===== config.mk =====
export PLATFORM = sky130hd
export DESIGN_NAME = sorter_cycle_controller
export DESIGN_NICKNAME = d
export VERILOG_FILES = /design/src/rtl/scc_pkg.sv /design/src/rtl/scc_step.sv /design/src/rtl/sorter_cycle_controller.sv
export VERILOG_INCLUDE_DIRS = /design/src /design/src/rtl
export SDC_FILE = /design/constraint.sdc
export NUM_CORES = 1
export LEC_CHECK = 0
export BUFFER_PORTS_ARGS = -buffer_cell sky130_fd_sc_hd__buf_2
export CAP_MARGIN = 5
export CORE_ASPECT_RATIO = 0.75
export CORE_MARGIN = 2
export CORE_UTILIZATION = 64
export DETAILED_ROUTE_END_ITERATION = 10
export GPL_TIMING_DRIVEN = 0
export PLACE_DENSITY = 0.87
export SLEW_MARGIN = 20
export SYNTH_ARGS = -nofsm -noshare
export SYNTH_HDL_FRONTEND = slang
export SYNTH_SLANG_ARGS = --single-unit

===== constraint.sdc =====
create_clock -name clk -period 11.7 [get_ports clk]
set_input_delay 2.925 -clock clk [delete_from_list [all_inputs] [get_ports clk]]
set_output_delay 2.925 -clock clk [all_outputs]
set_load 0.03 [all_outputs]

===== src/rtl/sorter_cycle_controller_defines.svh =====
// Assertion macros for the sorter cycle controller.
`ifndef SORTER_CYCLE_CONTROLLER_DEFINES_SVH
`define SORTER_CYCLE_CONTROLLER_DEFINES_SVH

// Same-cycle implication, checked outside reset
`define SCC_ASSERT_SAME(lbl, ante, cons, msg) \
  lbl: assert property (@(posedge clk) disable iff (!rst_n) (ante) |-> (cons)) \
    else $error(msg);

// Next-cycle implication, checked outside reset
`define SCC_ASSERT_NEXT(lbl, ante, cons, msg) \
  lbl: assert property (@(posedge clk) disable iff (!rst_n) (ante) |=> (cons)) \
    else $error(msg);

`endif


===== src/rtl/scc_pkg.sv =====
package scc_pkg;

  // Cycle phases
  typedef enum logic [1:0] {
    PH_ARMED    = 2'd0,
    PH_SETTLING = 2'd1,
    PH_AWAIT    = 2'd2,
    PH_COOLDOWN = 2'd3
  } phase_t;

  // Transaction modes
  localparam logic [1:0] MODE_SCAN   = 2'd0;
  localparam logic [1:0] MODE_SORT   = 2'd1;
  localparam logic [1:0] MODE_REJECT = 2'd2;

  localparam logic [1:0] BIN_PAPER   = 2'd0;
  localparam logic [1:0] BIN_PLASTIC = 2'd1;
  localparam logic [1:0] BIN_VINYL   = 2'd2;

  // Display messages
  localparam logic [3:0] MSG_NONE      = 4'd0;
  localparam logic [3:0] MSG_READY     = 4'd1;
  localparam logic [3:0] MSG_DETECTED  = 4'd2;
  localparam logic [3:0] MSG_ANALYZING = 4'd3;
  localparam logic [3:0] MSG_SORTED    = 4'd4;
  localparam logic [3:0] MSG_ONE_ONLY  = 4'd5;

  localparam logic [2:0] VERDICT_NONE     = 3'd0;
  localparam logic [2:0] VERDICT_RETURNED = 3'd4;

  // Register indexes
  localparam logic [2:0] REG_DETECT_ECHO = 3'd0;
  localparam logic [2:0] REG_SETTLE      = 3'd1;
  localparam logic [2:0] REG_COOLDOWN    = 3'd2;
  localparam logic [2:0] REG_TIMEOUT     = 3'd3;
  localparam logic [2:0] REG_BIN0_ANGLE  = 3'd4;
  localparam logic [2:0] REG_BIN1_ANGLE  = 3'd5;
  localparam logic [2:0] REG_BIN2_ANGLE  = 3'd6;

  // Register reset values
  localparam logic [14:0] DETECT_ECHO_RST = 15'd870;
  localparam logic [15:0] SETTLE_RST      = 16'd3000;
  localparam logic [15:0] COOLDOWN_RST    = 16'd2000;
  localparam logic [15:0] TIMEOUT_RST     = 16'd30000;
  localparam logic [7:0]  BIN0_ANGLE_RST  = 8'd0;
  localparam logic [7:0]  BIN1_ANGLE_RST  = 8'd90;
  localparam logic [7:0]  BIN2_ANGLE_RST  = 8'd180;

  localparam logic [7:0]  ANGLE_MAX = 8'd180;

  typedef struct packed {
    logic [14:0] detect_echo_us;
    logic [15:0] settle_time;
    logic [15:0] cool_time;
    logic [15:0] timeout_ms;
    logic [7:0]  bin0_angle;
    logic [7:0]  bin1_angle;
    logic [7:0]  bin2_angle;
  } cfg_t;

  typedef struct packed {
    logic [1:0]         mode;
    logic [9:0]         delta_ms;
    logic signed [15:0] echo_a;
    logic signed [15:0] echo_b;
    logic signed [15:0] echo_c;
    logic [1:0]         bin_choice;
    logic [1:0]         reject_reason;
  } item_t;

  typedef struct packed {
    phase_t      phase;
    logic [15:0] elapsed_ms;
    logic [2:0]  verdict;
  } state_t;

  typedef struct packed {
    logic [1:0] phase;
    logic       detect_pulse;
    logic       dispense_pulse;
    logic [7:0] carousel_deg;
    logic [3:0] message;
    logic [2:0] last_outcome;
    logic       answer_timeout;
  } result_t;

endpackage


===== src/rtl/scc_step.sv =====
module scc_step import scc_pkg::*; (
  input  cfg_t    cfg,
  input  item_t   item,
  input  state_t  st,
  output state_t  st_nxt,
  output result_t res
);

  logic [16:0]        sum;
  logic [15:0]        elapsed_sat;
  logic signed [15:0] med;
  logic               med_close;
  logic [7:0]         angle_raw;

  // Saturating phase timer advance
  assign sum         = {1'b0, st.elapsed_ms} + {7'd0, item.delta_ms};
  assign elapsed_sat = sum[16] ? 16'hFFFF : sum[15:0];

  // Median of three signed echoes
  always_comb begin
    if ((item.echo_a >= item.echo_b && item.echo_a <= item.echo_c) ||
        (item.echo_a <= item.echo_b && item.echo_a >= item.echo_c)) begin
      med = item.echo_a;
    end else if ((item.echo_b >= item.echo_a && item.echo_b <= item.echo_c) ||
                 (item.echo_b <= item.echo_a && item.echo_b >= item.echo_c)) begin
      med = item.echo_b;
    end else begin
      med = item.echo_c;
    end
  end

  // Positive median under threshold; timeouts are negative and never detect
  assign med_close = (med > 16'sd0) && (med[15:0] < {1'b0, cfg.detect_echo_us});

  // Bin angle lookup
  always_comb begin
    case (item.bin_choice)
      BIN_PAPER:   angle_raw = cfg.bin0_angle;
      BIN_PLASTIC: angle_raw = cfg.bin1_angle;
      BIN_VINYL:   angle_raw = cfg.bin2_angle;
      default:     angle_raw = 8'd0;
    endcase
  end

  // Phase transitions and result fields
  always_comb begin
    st_nxt             = st;
    res                = '0;
    case (item.mode)
      MODE_SCAN: begin
        st_nxt.elapsed_ms = elapsed_sat;
        case (st.phase)
          PH_ARMED: begin
            if (elapsed_sat > cfg.timeout_ms) begin
              res.message       = MSG_READY;
              st_nxt.elapsed_ms = '0;
            end
            // detection wins over refresh
            if (med_close) begin
              res.message       = MSG_DETECTED;
              st_nxt.phase      = PH_SETTLING;
              st_nxt.elapsed_ms = '0;
            end
          end
          PH_SETTLING: begin
            if (elapsed_sat >= cfg.settle_time) begin
              res.detect_pulse  = 1'b1;
              res.message       = MSG_ANALYZING;
              st_nxt.phase      = PH_AWAIT;
              st_nxt.elapsed_ms = '0;
            end
          end
          PH_AWAIT: begin
            if (elapsed_sat > cfg.timeout_ms) begin
              res.answer_timeout = 1'b1;
              res.message        = MSG_READY;
              st_nxt.phase       = PH_ARMED;
              st_nxt.elapsed_ms  = '0;
            end
          end
          default: begin
            if (elapsed_sat >= cfg.cool_time) begin
              res.message       = MSG_READY;
              st_nxt.phase      = PH_ARMED;
              st_nxt.elapsed_ms = '0;
            end
          end
        endcase
      end
      MODE_SORT: begin
        // unknown bin name leaves everything as is
        if (item.bin_choice inside {BIN_PAPER, BIN_PLASTIC, BIN_VINYL}) begin
          res.carousel_deg   = (angle_raw > ANGLE_MAX) ? ANGLE_MAX : angle_raw;
          res.dispense_pulse = 1'b1;
          res.message        = MSG_SORTED;
          st_nxt.verdict     = {1'b0, item.bin_choice} + 3'd1;
          st_nxt.phase       = PH_COOLDOWN;
          st_nxt.elapsed_ms  = '0;
        end
      end
      MODE_REJECT: begin
        res.message       = MSG_ONE_ONLY + {2'b00, item.reject_reason};
        st_nxt.verdict    = VERDICT_RETURNED;
        st_nxt.phase      = PH_COOLDOWN;
        st_nxt.elapsed_ms = '0;
      end
      default: begin
      end
    endcase
    res.phase        = st_nxt.phase;
    res.last_outcome = st_nxt.verdict;
  end

endmodule


===== src/rtl/sorter_cycle_controller.sv =====
// Sorter cycle controller: one result transaction per input transaction, one transaction
// per clock while the result side does not stall. Each accepted scan, sort or reject
// item is evaluated against the current phase, timer and configuration in a single
// combinational pass and lands in the output register in the next cycle; the next item
// is taken in that same cycle unless the result register is full and stalled.
// Configuration writes take effect at the next clock and are meant to be issued while
// no result is pending.
`include "sorter_cycle_controller_defines.svh"

module sorter_cycle_controller import scc_pkg::*; (
  input  logic               clk,
  input  logic               rst_n,
  // configuration write port
  input  logic               cfg_we,
  input  logic [2:0]         cfg_index,
  input  logic [15:0]        cfg_data,
  // input channel
  input  logic               in_valid,
  output logic               in_stall,
  input  logic [1:0]         in_mode,
  input  logic [9:0]         in_delta_ms,
  input  logic signed [15:0] in_echo_a,
  input  logic signed [15:0] in_echo_b,
  input  logic signed [15:0] in_echo_c,
  input  logic [1:0]         in_bin_choice,
  input  logic [1:0]         in_reject_reason,
  // result channel
  output logic               out_valid,
  input  logic               out_stall,
  output logic [1:0]         out_phase,
  output logic               out_detect_pulse,
  output logic               out_dispense_pulse,
  output logic [7:0]         out_carousel_deg,
  output logic [3:0]         out_message,
  output logic [2:0]         out_last_outcome,
  output logic               out_answer_timeout
);

  cfg_t    cfg_r;
  state_t  st_r;
  state_t  st_nxt;
  item_t   item;
  result_t res_nxt;
  result_t res_r;
  logic    out_valid_r;
  logic    accept;

  assign item = '{mode: in_mode, delta_ms: in_delta_ms, echo_a: in_echo_a,
                  echo_b: in_echo_b, echo_c: in_echo_c, bin_choice: in_bin_choice,
                  reject_reason: in_reject_reason};

  // Take a new transaction unless a finished result is held
  assign in_stall = out_valid_r & out_stall;
  assign accept   = in_valid & ~in_stall;

  scc_step u_step (
    .cfg    (cfg_r),
    .item   (item),
    .st     (st_r),
    .st_nxt (st_nxt),
    .res    (res_nxt)
  );

  // Configuration registers
  always_ff @(posedge clk) begin
    if (!rst_n) begin
      cfg_r.detect_echo_us <= DETECT_ECHO_RST;
      cfg_r.settle_time    <= SETTLE_RST;
      cfg_r.cool_time      <= COOLDOWN_RST;
      cfg_r.timeout_ms     <= TIMEOUT_RST;
      cfg_r.bin0_angle     <= BIN0_ANGLE_RST;
      cfg_r.bin1_angle     <= BIN1_ANGLE_RST;
      cfg_r.bin2_angle     <= BIN2_ANGLE_RST;
    end else if (cfg_we) begin
      case (cfg_index)
        REG_DETECT_ECHO: cfg_r.detect_echo_us <= cfg_data[14:0];
        REG_SETTLE:      cfg_r.settle_time    <= cfg_data;
        REG_COOLDOWN:    cfg_r.cool_time      <= cfg_data;
        REG_TIMEOUT:     cfg_r.timeout_ms     <= cfg_data;
        REG_BIN0_ANGLE:  cfg_r.bin0_angle     <= cfg_data[7:0];
        REG_BIN1_ANGLE:  cfg_r.bin1_angle     <= cfg_data[7:0];
        REG_BIN2_ANGLE:  cfg_r.bin2_angle     <= cfg_data[7:0];
        default: begin
        end
      endcase
    end
  end

  // Cycle state and result register
  always_ff @(posedge clk) begin
    if (!rst_n) begin
      st_r.phase      <= PH_ARMED;
      st_r.elapsed_ms <= '0;
      st_r.verdict    <= VERDICT_NONE;
      out_valid_r     <= 1'b0;
    end else begin
      if (accept) begin
        st_r        <= st_nxt;
        res_r       <= res_nxt;
        out_valid_r <= 1'b1;
      end else if (!out_stall) begin
        out_valid_r <= 1'b0;
      end
    end
  end

  assign out_valid          = out_valid_r;
  assign out_phase          = res_r.phase;
  assign out_detect_pulse   = res_r.detect_pulse;
  assign out_dispense_pulse = res_r.dispense_pulse;
  assign out_carousel_deg   = res_r.carousel_deg;
  assign out_message        = res_r.message;
  assign out_last_outcome   = res_r.last_outcome;
  assign out_answer_timeout = res_r.answer_timeout;

  // Checks
  `SCC_ASSERT_SAME(a_dispense_cooldown, out_valid_r && res_r.dispense_pulse,
    res_r.phase == PH_COOLDOWN, "dispense pulse outside cooldown")
  `SCC_ASSERT_SAME(a_detect_await, out_valid_r && res_r.detect_pulse,
    res_r.phase == PH_AWAIT && res_r.message == MSG_ANALYZING, "detect pulse mismatch")
  `SCC_ASSERT_SAME(a_timeout_armed, out_valid_r && res_r.answer_timeout,
    res_r.phase == PH_ARMED && res_r.message == MSG_READY, "timeout not rearmed")
  `SCC_ASSERT_NEXT(a_accept_result, accept, out_valid_r, "accepted item gave no result")

endmodule


# == Word-level counts from Yosys, hierarchy flattened ==
# Index checks and enable logic that the tools add are counted.
# totals
register_bits,129
output_inout_bits,22
input_bits,88
wordCells,106
# classes
magnitude_cmp,14
eq_ne,14
addsub,3
mux,25
bitwise,5
n_reduce_logical,26
# op_table
operator,count
$pmux 18 s3,2
$ge 16x16->1,6
$mux 18,4
$le 16x16->1,4
$mux 16,4
$pmux 4 s3,2
$pmux 8 s3,1
$reduce_and 2->1,11
$mux 21,1
$add 16x10->17,1
$gt 16x1->1 const B,1
$gt 16x16->1,1
$lt 16x15->1,1
$mux 13,1
$eq 3x3->1 const B,3
$gt 8x8->1 const B,1
$mux 8,1
$eq 2x1->1 const B,3
$eq 2x2->1 const B,3
$eq 3x2->1 const B,2
$logic_not 2->1,3
$mux 1,6
$pmux 3 s2,1
$reduce_bool 3->1,2
other kinds (12),22

# == Longest topological paths before layout ==
# depth
depth_word,10
mapped_depth,24

# == Cells and area by module ==
# From an unflattened synthesis, not the netlist that was laid out.
# hier_totals
hier_cells,1096
area_unflattened_um2,9551.7
# modules_own_cells
module,seq_area_each_um2,area_each_um2,n_inst,cells_per_inst
sorter_cycle_controller,2782.7,4864.7,1,441
scc_step,0.0,4687.0,1,655

# == Worst setup path before layout ==
# Ideal clock, no wire load.
# synth_path
kind,input port to flip-flop
startpoint,input port in_echo_b[13]
endpoint,register st_r[12] in the netlist's numbering
setup_ns,0.117
arrival_time_ns,7.559
setup_slack_ns,4.024
required_ns,11.583
path_stages,24
path_cell_list,inv_1 -> ha_1 -> a21oi_1 -> o22ai_1 -> or3b_1 -> or4_4 -> a211oi_2 -> o21a_1 -> buf_6 -> buf_1 -> nor2_1 -> a21o_1 -> ha_1 -> a21o_1 -> a21o_1 -> a21oi_1 -> a211o_1 -> a21oi_1 -> a211o_1 -> a221oi_2 -> o41ai_4 -> a21o_4 -> buf_6 -> a22o_1
# synth_via
elab_chain_len,10
word_cells_on_any_way,20
classes_between,order compare (8); mux (5); reduce/logical (7)
# synth_rtl
element,line_no,source
"start, declared",sorter_cycle_controller.sv:23,"input logic signed [15:0] in_echo_b,"
"$ge 16x16->1, or another cell as far along",scc_step.sv:24,end else if ((item.echo_b >= item.echo_a && item.echo_b <= item.echo_c) ||
"$logic_and 1x1->1, on equally long branches","scc_step.sv:24, scc_step.sv:25",
$logic_or 1x1->1,scc_step.sv:24,
$mux 16,scc_step.sv:24,
$mux 16 (*),scc_step.sv:21,if ((item.echo_a >= item.echo_b && item.echo_a <= item.echo_c) ||
$gt 16x1->1 or $lt 16x15->1 (tied branches),scc_step.sv:33,"assign med_close = (med > 16'sd0) && (med[15:0] < {1'b0, cfg.detect_echo_us});"
$logic_and 1x1->1 (*),scc_step.sv:33,
$mux 18 (*),scc_step.sv:59,if (med_close) begin
$pmux 18 s3 (*),scc_step.sv:52,case (st.phase)
$pmux 18 s3 (*),scc_step.sv:49,case (item.mode)
"end signal, assigned",sorter_cycle_controller.sv:98,st_r <= st_nxt;
"end, declared",sorter_cycle_controller.sv:40,state_t st_r;
# Mark *: on every way between the ends. The rest lies on a longest branch, timed or not.
# A chain may end at the register's enable or synchronous reset.

# == Worst setup path in the final report ==
# layout_path
startpoint,input port in_delta_ms[0]
endpoint,register st_r[11] in the netlist's numbering
# layout_via
elab_chain_len,7
word_cells_on_any_way,12
classes_between,add/sub (1); order compare (3); mux (8)
# layout_rtl
element,line_no,source
"start, declared",sorter_cycle_controller.sv:21,"input logic [9:0] in_delta_ms,"
$add 16x10->17 (*),scc_step.sv:16,"assign sum = {1'b0, st.elapsed_ms} + {7'd0, item.delta_ms};"
$mux 16 (*),scc_step.sv:17,assign elapsed_sat = sum[16] ? 16'hFFFF : sum[15:0];
$gt 16x16->1,"scc_step.sv:54, scc_step.sv:74",
$mux 16,scc_step.sv:54,if (elapsed_sat > cfg.timeout_ms) begin
$mux 18,scc_step.sv:59,
$pmux 18 s3 (*),scc_step.sv:52,
$pmux 18 s3 (*),scc_step.sv:49,
# Marks and branches as above.

==> impl_metrics.yaml <==
route:
  via_per_inst: 6.15
  drt_iter0_markers: 917
  drt_pass1_iterations: 6
  ant_nets: 0
  drt-total-wl_mm: 25.5
  drc: 0
  wl_per_cell_um: 18.3
  vias: 8562
power_and_ir_drop:
  p_leak_nw: 4.76
  powerDensity_nw_per_um2: 122
  peakVddDrop_v: 0.000118
  p_total_mw: 1.26
finish:
  drive_gt1_frac: 0.134
  nets: 1425
  multi_input_area_um2: 5630
  syn_to_final_growth_pct: 14.7
  fillers: 1004
  regArea_um2: 2780
  diodes: 0
die:
  rows: 37
  start_util: 0.655
  die_area_um2: 15000
  ioPinCount: 110
  fp.dieH_um: 107
  die_w_um: 141
  core_area_um2: 13700
synthesis:
  ys_seq_area_frac: 0.310
  synth_nets: 1299
  avgSynthCellArea_um2: 8.32
  synthesis.area_um2: 8980
  ys.flop_type: "dfxtp_1"
  yosys_register_bits: 129
  postSynthCellCount: 1079
  async_flop_share: 0
  yosys_warnings: 0
  yosysUniqueCellTypes: 66
  synth_edf_count: 20
sta:
  max_slew_margin: 0.254
  finalHoldViolCount: 0
  fmax_ghz: 0.117
  min_period_over_period: 0.732
  fin_skew_ps: 6.53
  drv_slew: 0
  rsz0062_at_grt: "false"
  setup_viol: 0
  worst_pin_slew_ps: 1110
  fin_crit_ps: 8560
  timing.setup.tns_ps: 0
clocking:
  cts_setup_buffers: 0
  clock-root-buffer: "clkbuf_16"
  clk_pin_slew_ps: 60
  cts_tree: "done"
  cts-buffers-inserted: 17
  worst_skew_pair.late_latency_ps: 420
  ctsLongestPathBuffers: 2
  cts_htree_levels: 4
  postCtsResizedCells: 0
  cts_sinks: 129
  cts_hold_buffers: 0
flow_run:
  maxCapViolCount: 0
critical_path:
  crit_path_start_kind: "primary input"
  rr_worst_depth: 23
  critPathKind: "primary input to register"
  rrSetupSlack_ps: 5440
  r2r-start: "st_r[3]$_SDFFE_PN0P_"
  cp_data_arrival_time_ps: 8870
  required_ps: 12010
  worstSetupEndpoint: "st_r[11]$_SDFFE_PN0P_"
  end_kind: "register"
  rr_endpoint: "st_r[11]$_SDFFE_PN0P_"
  startpoint: "in_delta_ms[0]"
  cp_max_fo: 10
grt:
  antenna_found_initial: 0
  grt_overflow: 0
  grt_max_degree: 22
  grt_usage: 0.344
  grt_pass1_wl_mm: 40.6
  grt_pass1_vias: 8144
worst_hold_path:
  worstHoldPathType: "register to register"
placed_design:
  portBuffers: 107
  hpwl_mm: 19.4
  place.gp.congestion: 1.09
status:
  status: "completed"
[synthesized netlist by cell type, types with 9 or more instances]
| cell | instances | area share |
|---|---|---|
| nand2_1 | 186 | 0.078 |
| o211ai_1 | 32 | 0.027 |
| nand2b_1 | 15 | 0.010 |
| clkbuf_1 | 32 | 0.013 |
| edfxtp_1 | 20 | 0.067 |
| a22o_1 | 15 | 0.015 |
| ha_1 | 131 | 0.18 |
| nand3_1 | 26 | 0.014 |
| dfxtp_1 | 109 | 0.24 |
| inv_1 | 109 | 0.046 |
| nor2b_1 | 14 | 0.0098 |
| o21a_1 | 10 | 0.0084 |
| a211oi_1 | 9 | 0.0075 |
| nor4_1 | 9 | 0.0063 |
| nand4_1 | 20 | 0.014 |
| a21boi_0 | 54 | 0.045 |
| nor3_1 | 15 | 0.0084 |
| mux2i_1 | 16 | 0.018 |
| nor2_1 | 45 | 0.019 |
| o21ai_0 | 28 | 0.016 |
| a21o_1 | 29 | 0.024 |
| a21oi_1 | 51 | 0.028 |
[power by group]
group	leakage (nW)	internal (mW)	total (mW)	switching (mW)
combinational	3.42	0.107	0.275	0.168
clock	0.278	0.281	0.513	0.231
sequential	1.07	0.465	0.471	0.00596
[cell families (layout without fill, tap and decap cells)]
group / after synthesis / after routing / synth area share
buffers and inverters: 146 / 285 / 0.0629
muxes: 18 / 18 / 0.0204
and+or+nand+nor: 361 / 361 / 0.184
DFF: 129 / 129 / 0.310
xor gates and xnor gates: 9 / 9 / 0.00878
AOI/OAI and AO/OA: 284 / 284 / 0.229
adders and majority gates: 132 / 132 / 0.185
[layout by cell type, fill, tap and decap left out, drive strengths merged, types with 16 or more instances in the layout]
cell	netlist	routed
nand2	186	186
ha	131	131
inv	109	120
buf	5	112
dfxtp	109	109
a21boi	56	56
a21oi	51	51
clkbuf	32	49
nor2	45	45
o211ai	32	32
a21o	30	30
o21ai	28	28
nand3	26	26
nand4	20	20
edfxtp	20	20
mux2i	16	16
[metal layers]
| metal | GRT usage | wire (um) | vias to the layer above | share of wire |
|---|---|---|---|---|
| met2 | 0.508 | 10500 | 447 | 0.41 |
| met1 | 0.495 | 11700 | 3961 | 0.46 |
| met3 | 0.0887 | 2860 | 54 | 0.11 |
| met5 | 0 | 0 | - | 0 |
| li1 | - | - | 4100 | - |
| met4 | 0.103 | 470 | 0 | 0.018 |
[worst min-delay path by stage]
stage	start	endpoint	slack (ps)	cells after the start
2_1_floorplan	st_r[3]$_SDFFE_PN0P_	st_r[3]$_SDFFE_PN0P_	430	2
3_3_place_gp	st_r[3]$_SDFFE_PN0P_	st_r[3]$_SDFFE_PN0P_	440	2
3_5_place_dp	cfg_r[7]$_SDFFE_PN1P_	cfg_r[7]$_SDFFE_PN1P_	450	2
4_1_cts	cfg_r[85]$_SDFFE_PN0P_	cfg_r[85]$_SDFFE_PN0P_	470	2
5_1_grt	cfg_r[71]$_SDFFE_PN0P_	cfg_r[71]$_SDFFE_PN0P_	480	2
6_report	cfg_r[85]$_SDFFE_PN0P_	cfg_r[85]$_SDFFE_PN0P_	460	2
[critical path, cell delays in order]
cell	delay, ps
buf_2	100
ha_1	210
fa_1	410
a21o_1	200
a21oi_1	250
o21bai_1	110
a21oi_1	240
o21ai_0	210
a311oi_1	570
or3_1	270
clkbuf_1	380
o21ai_0	360
ha_1	420
nand4_1	120
nor2_1	140
o21ai_0	110
nand3_1	100
a31oi_1	50
o21ai_0	700
o211ai_1	210
and2_1	220
a21o_4	220
buf_6	150
a22o_1	190
[metrics by stage]
stage	util	cell area, um2	hold slack (ps)	std cells	worst slack (ps)
finish	0.751	10300	465	1393	3140
global route	0.751	10300	480	1393	2630
CTS	0.751	10300	466	1393	3310
detailed placement	0.710	9730	455	1361	2960
global placement	0.710	9730	443	1361	3030
floorplan	-	8980	429	1079	4020
[flip-flops by register name, summed over array words and instances, names as in the netlist]
name and count:
out_last_outcome 3, out_valid 1, out_phase 2, st_r 21, out_message 4, out_carousel_deg 8, cfg_r 87, out_dispense_pulse 1
out_answer_timeout 1, out_detect_pulse 1
[final cells by class]
class / count / area share
buffer: 37 / 0.0151
sequential: 129 / 0.270
multi-input combinational: 804 / 0.547
clock inverter: 15 / 0.0134
timing repair buffer: 107 / 0.0520
tap: 175 / 0.0213
inverter: 109 / 0.0397
clock buffer: 17 / 0.0413
(Power assumes the default switching activity.)
